**src/rtl/pnv_pkg.sv**
```systemverilog
`default_nettype none

package pnv_pkg;

  // One input transaction: a byte of the request target
  typedef struct packed {
    logic [7:0] char_byte;
    logic       last_byte;
  } in_item_t;

  // One result transaction
  typedef struct packed {
    logic        number_valid;
    logic [43:0] number_bcd;
  } out_item_t;

  // Percent-escape decoder phase
  typedef enum logic [1:0] {
    ESC_NONE = 2'd0,
    ESC_PCT  = 2'd1,
    ESC_PCT2 = 2'd2
  } esc_phase_e;

  // Classified character handed from the front to the back.
  // All class bits are zero when the byte feeds nothing into the matcher.
  typedef struct packed {
    logic       feed;
    logic       is_dig;
    logic       is_ws;
    logic       is_base;   // '-', '.', ' '
    logic       is_lpar;
    logic       is_rpar;
    logic       is_slash;
    logic       is_plus;
    logic [3:0] digit;
    logic       fail;      // bad escape seen on this byte
    logic       esc_open;  // escape still pending after this byte
    logic       last;
  } pnv_tok_t;

  // Matcher positions
  localparam int unsigned NumPos  = 14;
  localparam int unsigned P_START = 0;
  localparam int unsigned P_LEAD  = 1;
  localparam int unsigned P_PLUS  = 2;
  localparam int unsigned P_SEP0  = 3;
  localparam int unsigned P_A1    = 4;
  localparam int unsigned P_A2    = 5;
  localparam int unsigned P_SEP1  = 6;
  localparam int unsigned P_B1    = 7;
  localparam int unsigned P_B2    = 8;
  localparam int unsigned P_SEP2  = 9;
  localparam int unsigned P_C1    = 10;
  localparam int unsigned P_C2    = 11;
  localparam int unsigned P_C3    = 12;
  localparam int unsigned P_END   = 13;

  // Number formatting
  localparam logic [3:0] CountNational = 4'd10;
  localparam logic [3:0] CountIntl     = 4'd11;
  localparam logic [3:0] CountMax      = 4'd15;
  localparam logic [3:0] CountryDflt   = 4'd7;
  localparam logic [3:0] CountryRemap  = 4'd8;

endpackage

`default_nettype wire

```
**src/rtl/pnv_front.sv**
```systemverilog
`default_nettype none

module pnv_front import pnv_pkg::*; (
  input  wire logic     clk_i,
  input  wire logic     rst_ni,
  input  wire logic     in_valid_i,
  input  wire in_item_t in_data_i,
  input  wire logic     push_ok_i,
  output logic          push_o,
  output pnv_tok_t      tok_o
);

  localparam logic [7:0] ChPct   = 8'h25;
  localparam logic [7:0] ChTwo   = 8'h32;
  localparam logic [7:0] ChZero  = 8'h30;
  localparam logic [7:0] ChNine  = 8'h39;
  localparam logic [7:0] ChSpace = 8'h20;
  localparam logic [7:0] ChTab   = 8'h09;
  localparam logic [7:0] ChCr    = 8'h0D;
  localparam logic [7:0] ChDash  = 8'h2D;
  localparam logic [7:0] ChDot   = 8'h2E;
  localparam logic [7:0] ChLpar  = 8'h28;
  localparam logic [7:0] ChRpar  = 8'h29;
  localparam logic [7:0] ChSlash = 8'h2F;
  localparam logic [7:0] ChPlus  = 8'h2B;

  esc_phase_e esc_q, esc_d;
  logic       feed;
  logic       fail;
  logic [7:0] ch;

  assign push_o = in_valid_i && push_ok_i;

  // Decode percent escapes
  always_comb begin
    esc_d = esc_q;
    feed  = 1'b0;
    fail  = 1'b0;
    ch    = in_data_i.char_byte;
    case (esc_q)
      ESC_NONE: begin
        if (in_data_i.char_byte == ChPct) esc_d = ESC_PCT;
        else feed = 1'b1;
      end
      ESC_PCT: begin
        if (in_data_i.char_byte == ChTwo) begin
          esc_d = ESC_PCT2;
        end else begin
          fail  = 1'b1;
          esc_d = ESC_NONE;
        end
      end
      ESC_PCT2: begin
        if (in_data_i.char_byte == ChZero) begin
          feed = 1'b1;
          ch   = ChSpace;
        end else begin
          fail = 1'b1;
        end
        esc_d = ESC_NONE;
      end
      default: begin
        esc_d = ESC_NONE;
      end
    endcase
  end

  // Classify the decoded character
  always_comb begin
    tok_o          = '0;
    tok_o.feed     = feed;
    tok_o.is_dig   = feed && (ch >= ChZero) && (ch <= ChNine);
    tok_o.is_ws    = feed && ((ch == ChSpace) || ((ch >= ChTab) && (ch <= ChCr)));
    tok_o.is_base  = feed && ((ch == ChDash) || (ch == ChDot) || (ch == ChSpace));
    tok_o.is_lpar  = feed && (ch == ChLpar);
    tok_o.is_rpar  = feed && (ch == ChRpar);
    tok_o.is_slash = feed && (ch == ChSlash);
    tok_o.is_plus  = feed && (ch == ChPlus);
    tok_o.digit    = ch[3:0];
    tok_o.fail     = fail;
    tok_o.esc_open = (esc_d != ESC_NONE);
    tok_o.last     = in_data_i.last_byte;
  end

  // Advance escape phase; the last byte closes the target
  always_ff @(posedge clk_i or negedge rst_ni) begin
    if (!rst_ni) begin
      esc_q <= ESC_NONE;
    end else if (push_o) begin
      esc_q <= in_data_i.last_byte ? ESC_NONE : esc_d;
    end
  end

endmodule

`default_nettype wire

```
**src/rtl/pnv_queue.sv**
```systemverilog
`default_nettype none

module pnv_queue import pnv_pkg::*; #(
  parameter int unsigned Depth = 2
) (
  input  wire logic     clk_i,
  input  wire logic     rst_ni,
  input  wire logic     push_i,
  input  wire pnv_tok_t push_tok_i,
  output logic          full_o,
  output logic          head_valid_o,
  output pnv_tok_t      head_tok_o,
  input  wire logic     pop_i
);

  localparam int unsigned PtrW = $clog2(Depth);
  localparam int unsigned CntW = $clog2(Depth + 1);
  localparam logic [PtrW-1:0] PtrLast = PtrW'(Depth - 1);
  localparam logic [CntW-1:0] CntFull = CntW'(Depth);

  pnv_tok_t        mem_q [Depth];
  logic [PtrW-1:0] wr_q, rd_q;
  logic [CntW-1:0] cnt_q;

  assign full_o       = (cnt_q == CntFull);
  assign head_valid_o = (cnt_q != '0);
  assign head_tok_o   = mem_q[rd_q];

  // Hold entries
  always_ff @(posedge clk_i) begin
    if (push_i) mem_q[wr_q] <= push_tok_i;
  end

  // Advance pointers and count
  always_ff @(posedge clk_i or negedge rst_ni) begin
    if (!rst_ni) begin
      wr_q  <= '0;
      rd_q  <= '0;
      cnt_q <= '0;
    end else begin
      if (push_i) wr_q <= (wr_q == PtrLast) ? '0 : wr_q + 1'b1;
      if (pop_i)  rd_q <= (rd_q == PtrLast) ? '0 : rd_q + 1'b1;
      if (push_i && !pop_i)      cnt_q <= cnt_q + 1'b1;
      else if (!push_i && pop_i) cnt_q <= cnt_q - 1'b1;
    end
  end

endmodule

`default_nettype wire

```
**src/rtl/pnv_back.sv**
```systemverilog
`default_nettype none

module pnv_back import pnv_pkg::*; (
  input  wire logic     clk_i,
  input  wire logic     rst_ni,
  input  wire logic     head_valid_i,
  input  wire pnv_tok_t tok_i,
  output logic          pop_o,
  output logic          out_valid_o,
  input  wire logic     out_stall_i,
  output out_item_t     out_data_o
);

  logic [NumPos-1:0] pos_q, pos_d;
  logic [43:0]       store_q, store_d;
  logic [3:0]        cnt_q, cnt_d;
  logic              fail_q, fail_d;
  logic              oval_q;
  out_item_t         out_q, res;
  logic              out_free;
  logic [3:0]        country;
  logic              s0, s1, s2;

  // Pop unless a result is due and the output register cannot take it
  assign out_free = !oval_q || !out_stall_i;
  assign pop_o    = head_valid_i && (!tok_i.last || out_free);

  assign s0 = tok_i.is_base || tok_i.is_lpar;
  assign s1 = tok_i.is_base || tok_i.is_rpar;
  assign s2 = tok_i.is_base;

  // Step the position set
  always_comb begin
    pos_d = '0;
    if (tok_i.feed) begin
      if (pos_q[P_START] && tok_i.is_slash) pos_d[P_LEAD] = 1'b1;
      if (pos_q[P_LEAD]) begin
        if (tok_i.is_ws)   pos_d[P_LEAD] = 1'b1;
        if (tok_i.is_plus) pos_d[P_PLUS] = 1'b1;
        if (tok_i.is_dig) begin
          pos_d[P_SEP0] = 1'b1;
          pos_d[P_A1]   = 1'b1;
        end
        if (s0) pos_d[P_SEP0] = 1'b1;
      end
      if (pos_q[P_PLUS] && tok_i.is_dig) pos_d[P_SEP0] = 1'b1;
      if (pos_q[P_SEP0]) begin
        if (s0)           pos_d[P_SEP0] = 1'b1;
        if (tok_i.is_dig) pos_d[P_A1]   = 1'b1;
      end
      if (pos_q[P_A1] && tok_i.is_dig) pos_d[P_A2]   = 1'b1;
      if (pos_q[P_A2] && tok_i.is_dig) pos_d[P_SEP1] = 1'b1;
      if (pos_q[P_SEP1]) begin
        if (s1)           pos_d[P_SEP1] = 1'b1;
        if (tok_i.is_dig) pos_d[P_B1]   = 1'b1;
      end
      if (pos_q[P_B1] && tok_i.is_dig) pos_d[P_B2]   = 1'b1;
      if (pos_q[P_B2] && tok_i.is_dig) pos_d[P_SEP2] = 1'b1;
      if (pos_q[P_SEP2]) begin
        if (s2)           pos_d[P_SEP2] = 1'b1;
        if (tok_i.is_dig) pos_d[P_C1]   = 1'b1;
      end
      if (pos_q[P_C1] && tok_i.is_dig) pos_d[P_C2]  = 1'b1;
      if (pos_q[P_C2] && tok_i.is_dig) pos_d[P_C3]  = 1'b1;
      if (pos_q[P_C3] && tok_i.is_dig) pos_d[P_END] = 1'b1;
      if (pos_q[P_END] && tok_i.is_ws) pos_d[P_END] = 1'b1;
    end else begin
      pos_d = pos_q;
    end
  end

  // Shift digits and count them
  always_comb begin
    store_d = store_q;
    cnt_d   = cnt_q;
    if (tok_i.is_dig) begin
      store_d = {store_q[39:0], tok_i.digit};
      if (cnt_q != CountMax) cnt_d = cnt_q + 1'b1;
    end
    fail_d = fail_q || tok_i.fail;
  end

  // Form the result from the updated state
  always_comb begin
    country = CountryDflt;
    if ((cnt_d == CountIntl) && (store_d[43:40] != CountryRemap)) country = store_d[43:40];
    res.number_valid = !fail_d && !tok_i.esc_open && pos_d[P_END] &&
                       ((cnt_d == CountNational) || (cnt_d == CountIntl));
    res.number_bcd   = res.number_valid ? {country, store_d[39:0]} : '0;
  end

  // Update matcher state; clear it after the last byte
  always_ff @(posedge clk_i or negedge rst_ni) begin
    if (!rst_ni) begin
      pos_q   <= NumPos'(1) << P_START;
      store_q <= '0;
      cnt_q   <= '0;
      fail_q  <= 1'b0;
    end else if (pop_o) begin
      if (tok_i.last) begin
        pos_q   <= NumPos'(1) << P_START;
        store_q <= '0;
        cnt_q   <= '0;
        fail_q  <= 1'b0;
      end else begin
        pos_q   <= pos_d;
        store_q <= store_d;
        cnt_q   <= cnt_d;
        fail_q  <= fail_d;
      end
    end
  end

  // Hold the result until taken
  always_ff @(posedge clk_i or negedge rst_ni) begin
    if (!rst_ni) begin
      oval_q <= 1'b0;
    end else if (pop_o && tok_i.last) begin
      oval_q <= 1'b1;
    end else if (!out_stall_i) begin
      oval_q <= 1'b0;
    end
  end

  always_ff @(posedge clk_i) begin
    if (pop_o && tok_i.last) out_q <= res;
  end

  assign out_valid_o = oval_q;
  assign out_data_o  = out_q;

endmodule

`default_nettype wire

```
**src/rtl/phone_number_validator_core.sv**
```systemverilog
`default_nettype none

// Channel  Direction  Handshake                  Payload
// in       input      in_valid_i / in_stall_o    in_item_t  (char_byte, last_byte)
// out      output     out_valid_o / out_stall_i  out_item_t (number_valid, number_bcd)
//
// One byte per cycle sustained unless the output stalls. A byte is decoded and
// classified in the front on the cycle it is accepted; the matcher steps one queued
// byte per cycle unless stalled and registers a target's result as its last byte pops.
// Reset puts the matcher at its start position with no escape pending.
// An output stall holds only a last byte in the queue; the input stalls once the
// queue of QueueDepth entries is full.

module phone_number_validator_core import pnv_pkg::*; #(
  parameter int unsigned QueueDepth = 2
) (
  input  wire logic     clk_i,
  input  wire logic     rst_ni,
  input  wire logic     in_valid_i,
  output logic          in_stall_o,
  input  wire in_item_t in_data_i,
  output logic          out_valid_o,
  input  wire logic     out_stall_i,
  output out_item_t     out_data_o
);

  logic     q_full, push, head_valid, pop;
  pnv_tok_t push_tok, head_tok;

  assign in_stall_o = q_full;

  pnv_front u_front (
    .clk_i      (clk_i),
    .rst_ni     (rst_ni),
    .in_valid_i (in_valid_i),
    .in_data_i  (in_data_i),
    .push_ok_i  (!q_full),
    .push_o     (push),
    .tok_o      (push_tok)
  );

  pnv_queue #(
    .Depth (QueueDepth)
  ) u_queue (
    .clk_i        (clk_i),
    .rst_ni       (rst_ni),
    .push_i       (push),
    .push_tok_i   (push_tok),
    .full_o       (q_full),
    .head_valid_o (head_valid),
    .head_tok_o   (head_tok),
    .pop_i        (pop)
  );

  pnv_back u_back (
    .clk_i        (clk_i),
    .rst_ni       (rst_ni),
    .head_valid_i (head_valid),
    .tok_i        (head_tok),
    .pop_o        (pop),
    .out_valid_o  (out_valid_o),
    .out_stall_i  (out_stall_i),
    .out_data_o   (out_data_o)
  );

endmodule

`default_nettype wire

```
**config.mk**
```make
export PLATFORM = sky130hd
export DESIGN_NAME = phone_number_validator_core
export DESIGN_NICKNAME = d
export VERILOG_FILES = /design/src/rtl/pnv_pkg.sv /design/src/rtl/pnv_front.sv /design/src/rtl/pnv_queue.sv /design/src/rtl/pnv_back.sv /design/src/rtl/phone_number_validator_core.sv
export SDC_FILE = /design/constraint.sdc
export NUM_CORES = 1
export LEC_CHECK = 0
export BUFFER_PORTS_ARGS = -buffer_cell sky130_fd_sc_hd__clkbuf_2
export CAP_MARGIN = 25
export CORE_ASPECT_RATIO = 1.2
export CORE_MARGIN = 10
export CORE_UTILIZATION = 64
export CTS_CLUSTER_DIAMETER = 40
export DETAILED_ROUTE_END_ITERATION = 7
export PLACE_DENSITY_LB_ADDON = 0.15
export SLEW_MARGIN = 20
export SYNTH_ARGS = -nofsm -noshare
export SYNTH_HDL_FRONTEND = slang
export SYNTH_SLANG_ARGS = --single-unit
```
**constraint.sdc**
```tcl
create_clock -name clk_i -period 10.6 [get_ports clk_i]
set_input_delay 1.06 -clock clk_i [delete_from_list [all_inputs] [get_ports clk_i]]
set_output_delay 1.06 -clock clk_i [all_outputs]
set_load 0.02 [all_outputs]
```
* Word-level counts from Yosys, hierarchy flattened
Memory sizes are Yosys's and may differ from the RTL's.
Index checks and enable logic that the tools add are counted.
Widths: inputs -> output; s select.
** Word-level totals
- Word-level logic and storage cells :: 146
- Memories :: 1
- Output and inout port bits :: 47
- Input port bits :: 13
- RAM bits :: 30
- Flip-flop bits (word level) :: 115
** Operators by class
- $lt $le $gt $ge :: 4
- Add/sub/neg operators :: 5
- Reduce and logical (&&, ||, !) cells :: 52
- Equal/unequal tests :: 18
- Mux-type cells :: 53
** Memories
- u_queue.mem_q :: depth 2, bits a word 15, rd ports 1, clocked after memory_dff 0, write ports 1, RTL line pnv_queue.sv:21 : pnv_tok_t mem_q [Depth];
** Operators by type and width (number)
- $mux 44 :: 2
- $eq 8x6->1 const B :: 10
- $mux 1 :: 30
- $logic_and 1x1->1 :: 28
- $mux 2 :: 9
- $mux 4 :: 4
- $mux 8 :: 2
- $mux 14 :: 1
- $mux 13 :: 1
- $logic_or 1x1->1 :: 9
- $eq 4x4->1 const B :: 2
- $ge 8x4->1 const B :: 1
- $ge 8x6->1 const B :: 1
- $le 8x4->1 const B :: 1
- $le 8x6->1 const B :: 1
- $logic_not 1->1 :: 8
- $ne 4x4->1 const B :: 2
- $reduce_bool 2->1 :: 4
- $add 4x1->4 const B :: 1
- $eq 2x2->1 const B :: 2
- $pmux 1 s2 :: 2
- $pmux 2 s2 :: 1
- $reduce_and 2->1 :: 2
- $mux 3 :: 1
- other kinds (6) :: 7

* Longest topological paths before layout
An unclocked memory read counts as a cell.
- Depth after elaboration :: 12
- Mapped depth :: 9
- Gate-level depth less buffers :: 7

* Hierarchy
From an unflattened synthesis, not the netlist that was laid out.
** Second synthesis, totals
- Cells, all modules :: 481
- Area total of the unflattened synthesis :: 6641.4 µm²
** Modules (own cells, without submodules)
- pnv_back :: seq. area each 2954.1 µm², instances 1, cells an instance 354, area an instance 4824.6 µm²
- pnv_queue :: seq. area each 1001.0 µm², instances 1, cells an instance 63, area an instance 1323.8 µm²
- pnv_front :: seq. area each 50.0 µm², instances 1, cells an instance 63, area an instance 489.2 µm²
- phone_number_validator_core :: seq. area each 0.0 µm², instances 1, cells an instance 1, area an instance 3.8 µm²

* Least setup slack after synthesis
OpenSTA, ideal clock, no wires.
- Path kind :: in2reg
- Start point :: input port out_stall_i
- End point :: register u_back.out_q, in the netlist u_back.out_data_o[0] (enable)
- Stages :: 4
- Setup slack :: 6567 ps
- Setup time :: 449 ps
- Path buffers :: 1
- Data required time :: 10151 ps
- Arrival time :: 3584 ps
- Cells stage by stage :: a31oi_2 inv_1 clkbuf_1 nor2_1
** Between the ends
- Cells in the longest elaborated chain, start to end :: 5
** Ends and longest elaborated chain
- start, declared :: RTL line phone_number_validator_core.sv:23 : input wire logic out_stall_i,
- $logic_not 1->1 :: RTL line pnv_back.sv:25 : assign out_free = !oval_q || !out_stall_i;
- $logic_or 1x1->1 :: RTL line pnv_back.sv:25
- $logic_or 1x1->1 :: RTL line pnv_back.sv:26 : assign pop_o = head_valid_i && (!tok_i.last || out_free);
- $logic_and 1x1->1 :: RTL line pnv_back.sv:26
- $logic_and 1x1->1 :: RTL line pnv_back.sv:126 : if (pop_o && tok_i.last) out_q <= res;
- end signal, assigned :: RTL line pnv_back.sv:126
- end, declared :: RTL line pnv_back.sv:19 : out_item_t out_q, res;
Every way passes these cells.
A chain may end at the register's enable or synchronous reset.

* Final worst setup path
- Start point :: register u_queue.rd_q
- End point :: register u_back.out_q, in the netlist u_back.out_data_o[41] (data pin)
** Between the ends
- Cells in the longest elaborated chain, start to end :: 7
- Elaborated cells on any way between the ends :: 20
- Classes of those cells :: eq/ne: 3; mux: 6; reduce/logical: 10; memory: 1
** Ends and longest elaborated chain
- start, declared :: RTL line pnv_queue.sv:22 : logic [PtrW-1:0] wr_q, rd_q;
- start signal, assigned :: RTL line pnv_queue.sv:42 : if (pop_i) rd_q <= (rd_q == PtrLast) ? '0 : rd_q + 1'b1;
- $mem_v2 2x15 *
- $logic_and 1x1->1 :: RTL line pnv_back.sv:65 : if (pos_q[P_C3] && tok_i.is_dig) pos_d[P_END] = 1'b1;
- $mux 1 :: RTL line pnv_back.sv:65
- $mux 1 :: RTL line pnv_back.sv:66 : if (pos_q[P_END] && tok_i.is_ws) pos_d[P_END] = 1'b1;
- $mux 13 :: RTL line pnv_back.sv:35 : if (tok_i.feed) begin
- $logic_and 1x1->1 (2 in series) :: RTL line pnv_back.sv:87 : res.number_valid = !fail_d && !tok_i.esc_open && pos_d[P_END] &&
Mark *: on every way between the ends. The rest lies on a longest branch, timed or not. The select of a mux whose other input is x is not followed.

==> run_results.csv <==
group,metric,value,unit
outcome,outcome,"finished, final reports clean",
min_path,hold_class,"flip-flop to flip-flop",
synth,syn_inst,493,
power,p_switching,0.7260,mW
critical_path,cp_cell_sequence,"mux2_4 > and4_1 > or4_2 > buf_4 > a311oi_1",
placement,gp_congestion,0.8656,
power,sequentialPowerShare,0.416,
synth,synth_edf_count,75,
die,std_cell_rows,40,
placement,dpl_worst_slack,7.250,ns
final_layout,finalInstanceArea,7510,um^2
power,power.leakage,2.989,nW
timing,layout_setup_ws,7.190,ns
global_route,antenna_found_initial,0,
final_layout,drive_gt1_frac,0.2739,
synth,yosysWarnings,0,
timing,rsz0062_at_grt,"false",
die,dieArea,14760,um^2
die,io_pins,60,
critical_path,worstSetupStartpointType,"flip-flop",
placement,place_area,6932,um^2
timing,final_hold_viol_count,0,
power,combPwrFrac,0.311,
power,switching_share,0.3592,
global_route,grt_pass1_vias,4426,
clocking,numCtsBuffers,17,
drt,drt-wirelength-per-cell,19.93,um
placement,port_buffers,59,
synth,ys_types,57,
timing,max_freq,0.2932,GHz
global_route,overflow,0,
drt,vias,4275,
critical_path,crit_path_max_fanout,45,
timing,min_period,3.410,ns
clocking,path_clk_slew,0.06,ns
die,die_y,131.1,um
clocking,cts_sinks,145,
power,irDropWorstVdd,0.1742,mV
critical_path,cp.buffers_inverters,1,
synth,ys_ff_latch,145,
synth,syn_area,6583,um^2
clocking,post_cts_resize_count,0,
clocking,cts_setup_buffers,0,
placement,place_hpwl,8508,um
final_layout,nFillCells,648,
critical_path,cp_data_required_time,10.81,ns
clocking,clk_latency,0.40,ns
timing,drv_slew,0,
die,die_w,112.6,um
synth,ys.flop_type,"edfxtp_1",
job,maxCapViolCount,0,
timing,finalSetupViolCount,0,
power,p_total,2.021,mW
final_layout,nets,560,
synth,syn_nets,511,
timing,finalCritPeriodShare,0.3217,
clocking,clockRootBuffer,"clkbuf_16",
die,core_region_area,10060,um^2
drt,via_per_inst,6.278,
global_route,grt_pass1_wl,22180,um
die,start_util,0.6544,
drt,route.detailed.drc,0,
critical_path,critPathSlowestCell,"dfrtp_1",
critical_path,crit_arrival,3.62,ns
critical_path,cpLargestDelayFamily,"flip-flops",
timing,skew,0.005379,ns
synth,avgSynthCellArea,13.35,um^2
clocking,cts_tree,"yes",
global_route,grt_max_degree,71,
timing,final.setup.tns,0,ns
clocking,htree_levels,4,
clocking,cts_buffer_depth,2,
drt,drtAntennaViolNets,0,
critical_path,end_kind,"flip-flop",
final_layout,syn_to_final_growth,14.08,%
power,internal_power,1.295,mW
clocking,hold_buffers,0,
power,power.share.clock,0.273,
timing,slew_headroom,0.3466,
timing,worst_pin_slew,0.9800,ns
power,powerDensity,269.1,nW/um^2
critical_path,path_class,"flip-flop to flip-flop",
drt,drt_iter0_drc,320,
drt,wirelength,13570,um
final_layout,antenna_cells,0,
synth,ys_seq_area_frac,0.6084,
synth,async_flop_share,0.4828,
critical_path,max_stage_delay,0.98,ns
drt,first_pass_iters,5,
global_route,grt_usage,0.1871,
-- kinds of logic (layout without fill, tap and decap cells) --
logic type | Yosys count | count (layout) | synth area share
AO/OA/AOI/OAI | 109 | 109 | 0.1253
XOR/XNOR | 5 | 5 | 0.006654
adder cells (fa/ha/maj) | 5 | 5 | 0.009504
AND/OR/NAND/NOR | 135 | 135 | 0.1380
flip-flops | 145 | 145 | 0.6084
multiplexers | 51 | 51 | 0.07964
buffers and inverters | 43 | 105 | 0.03250
-- layout make-up --
class                   count  area (um^2)  share of cell area
well taps                 126        157.7             0.02099
flip-flops and latches    145         4005              0.5333
multi-input cells         305         2402              0.3199
inverters                   7        26.28            0.003499
clock buffers              22        464.2             0.06181
clock inverters            10        86.33             0.01150
repair buffers             66        367.9             0.04898
-- synth_stat cells (2+ instances only) --
library cell	instances	area [um^2]
edfxtp_1	75	2252
dfrtp_1	69	1727
a22o_1	49	429.2
mux2i_1	45	450.4
nor3_2	41	410.4
nor2_1	24	90.09
nand2_1	23	86.33
clkbuf_1	20	75.07
o21ai_0	17	85.08
a21oi_1	15	75.07
buf_2	9	45.04
nor3_1	8	40.04
inv_1	7	26.28
nand3_1	6	30.03
buf_6	5	56.30
ha_1	5	62.56
nand2b_1	5	31.28
nand3b_1	5	37.54
a311oi_1	4	35.03
a32o_1	4	40.04
mux2_2	4	45.04
nor4_1	4	25.02
and3_1	3	18.77
o21ai_1	3	15.01
or3_1	3	18.77
xnor2_1	3	26.28
a21o_1	2	15.01
nor4b_1	2	17.52
o221ai_1	2	17.52
o31ai_1	2	15.01
o32ai_1	2	17.52
xor2_1	2	17.52
-- cell usage in the layout (no fill, tap or decap), types with 2 or more instances in the layout --
master / netlist / final
a21o_1: 2 / 2
a21oi_1: 15 / 15
a22o_1: 49 / 49
a311oi_1: 4 / 4
a32o_1: 4 / 4
and3_1: 3 / 3
buf_4: 1 / 6
clkbuf_1: 20 / 3
clkbuf_16: 0 / 17
clkbuf_2: 0 / 58
clkbuf_8: 0 / 2
clkinv_2: 0 / 4
clkinv_4: 0 / 2
clkinvlp_4: 0 / 2
dfrtp_1: 69 / 69
edfxtp_1: 75 / 75
ha_1: 5 / 5
inv_1: 7 / 7
mux2_2: 4 / 4
mux2i_1: 45 / 45
nand2_1: 23 / 23
nand2b_1: 5 / 5
nand3_1: 6 / 6
nand3b_1: 5 / 5
nor2_1: 24 / 22
nor3_1: 8 / 8
nor3_2: 41 / 40
nor4_1: 4 / 4
nor4b_1: 2 / 2
o21ai_0: 17 / 17
o21ai_1: 3 / 2
o221ai_1: 2 / 2
o31ai_1: 2 / 2
o32ai_1: 2 / 2
or3_1: 3 / 3
xnor2_1: 3 / 3
xor2_1: 2 / 2
-- through the flow --
stage	util	std cells	hold WS, ns
4_1_cts	0.7438	680	0.4981
5_1_grt	0.7465	681	0.5093
2_1_floorplan	-	493	0.4458
3_5_place_dp	0.6891	648	0.4863
6_report	0.7465	681	0.4964
3_3_place_gp	0.6888	648	0.4800
-- flip-flops by register name (all words and copies together), names as in the netlist, 2 cells and up --
register           cells
u_back.out_data_o     45
u_back.store_q        44
u_queue.mem_q         30
u_back.pos_q          14
u_back.cnt_q           4
u_front.esc_q          2
u_queue.cnt_q          2
-- per-layer routing --
metal  share of wire  track usage  up-vias
met5               0            0        -
met4           0.016      0.07399        0
met3           0.042      0.04736       17
met2            0.52       0.3195      123
met1            0.42       0.2227     2143
li1                -            -     1992
-- worst paths after layout --
path / slack (ns) / from / endpoint / depth (start not counted)
setup / recovery: 7.19 / u_queue.rd_q$_DFFE_PN0P_ / u_back.out_data_o[41]$_SDFFCE_PN0P_ / 5
hold / removal: 0.50 / u_back.pos_q[10]$_DFFE_PN0P_ / u_back.pos_q[11]$_DFFE_PN0P_ / 1
setup reg to reg: 7.19 / u_queue.rd_q$_DFFE_PN0P_ / u_back.out_data_o[41]$_SDFFCE_PN0P_ / 5
hold reg to reg: 0.50 / u_back.pos_q[10]$_DFFE_PN0P_ / u_back.pos_q[11]$_DFFE_PN0P_ / 1
max in group asynchronous: 9.13 / rst_ni / u_back.store_q[10]$_DFFE_PN0P_ / 2
min in group asynchronous: 0.86 / rst_ni / u_back.pos_q[12]$_DFFE_PN0P_ / 2
-- power by group through the flow --
stage	Combinational (mW)	Sequential, mW	Clock (mW)
2_1_floorplan	0.363	0.908	0
3_3_place_gp	0.597	0.842	0
3_5_place_dp	0.610	0.849	0
4_1_cts	0.615	0.840	0.558
5_1_grt	0.683	0.854	0.585
6_report	0.629	0.840	0.553
-- worst reg2reg max path: cells and delay by family, from the launching register on --
family          cells  cell delay (ns)
compound gates      1             0.35
buf+inv             1             0.36
flops               1             0.98
mux                 1             0.62
simple gates        2             0.90
Power figures use the tool's default switching activity.
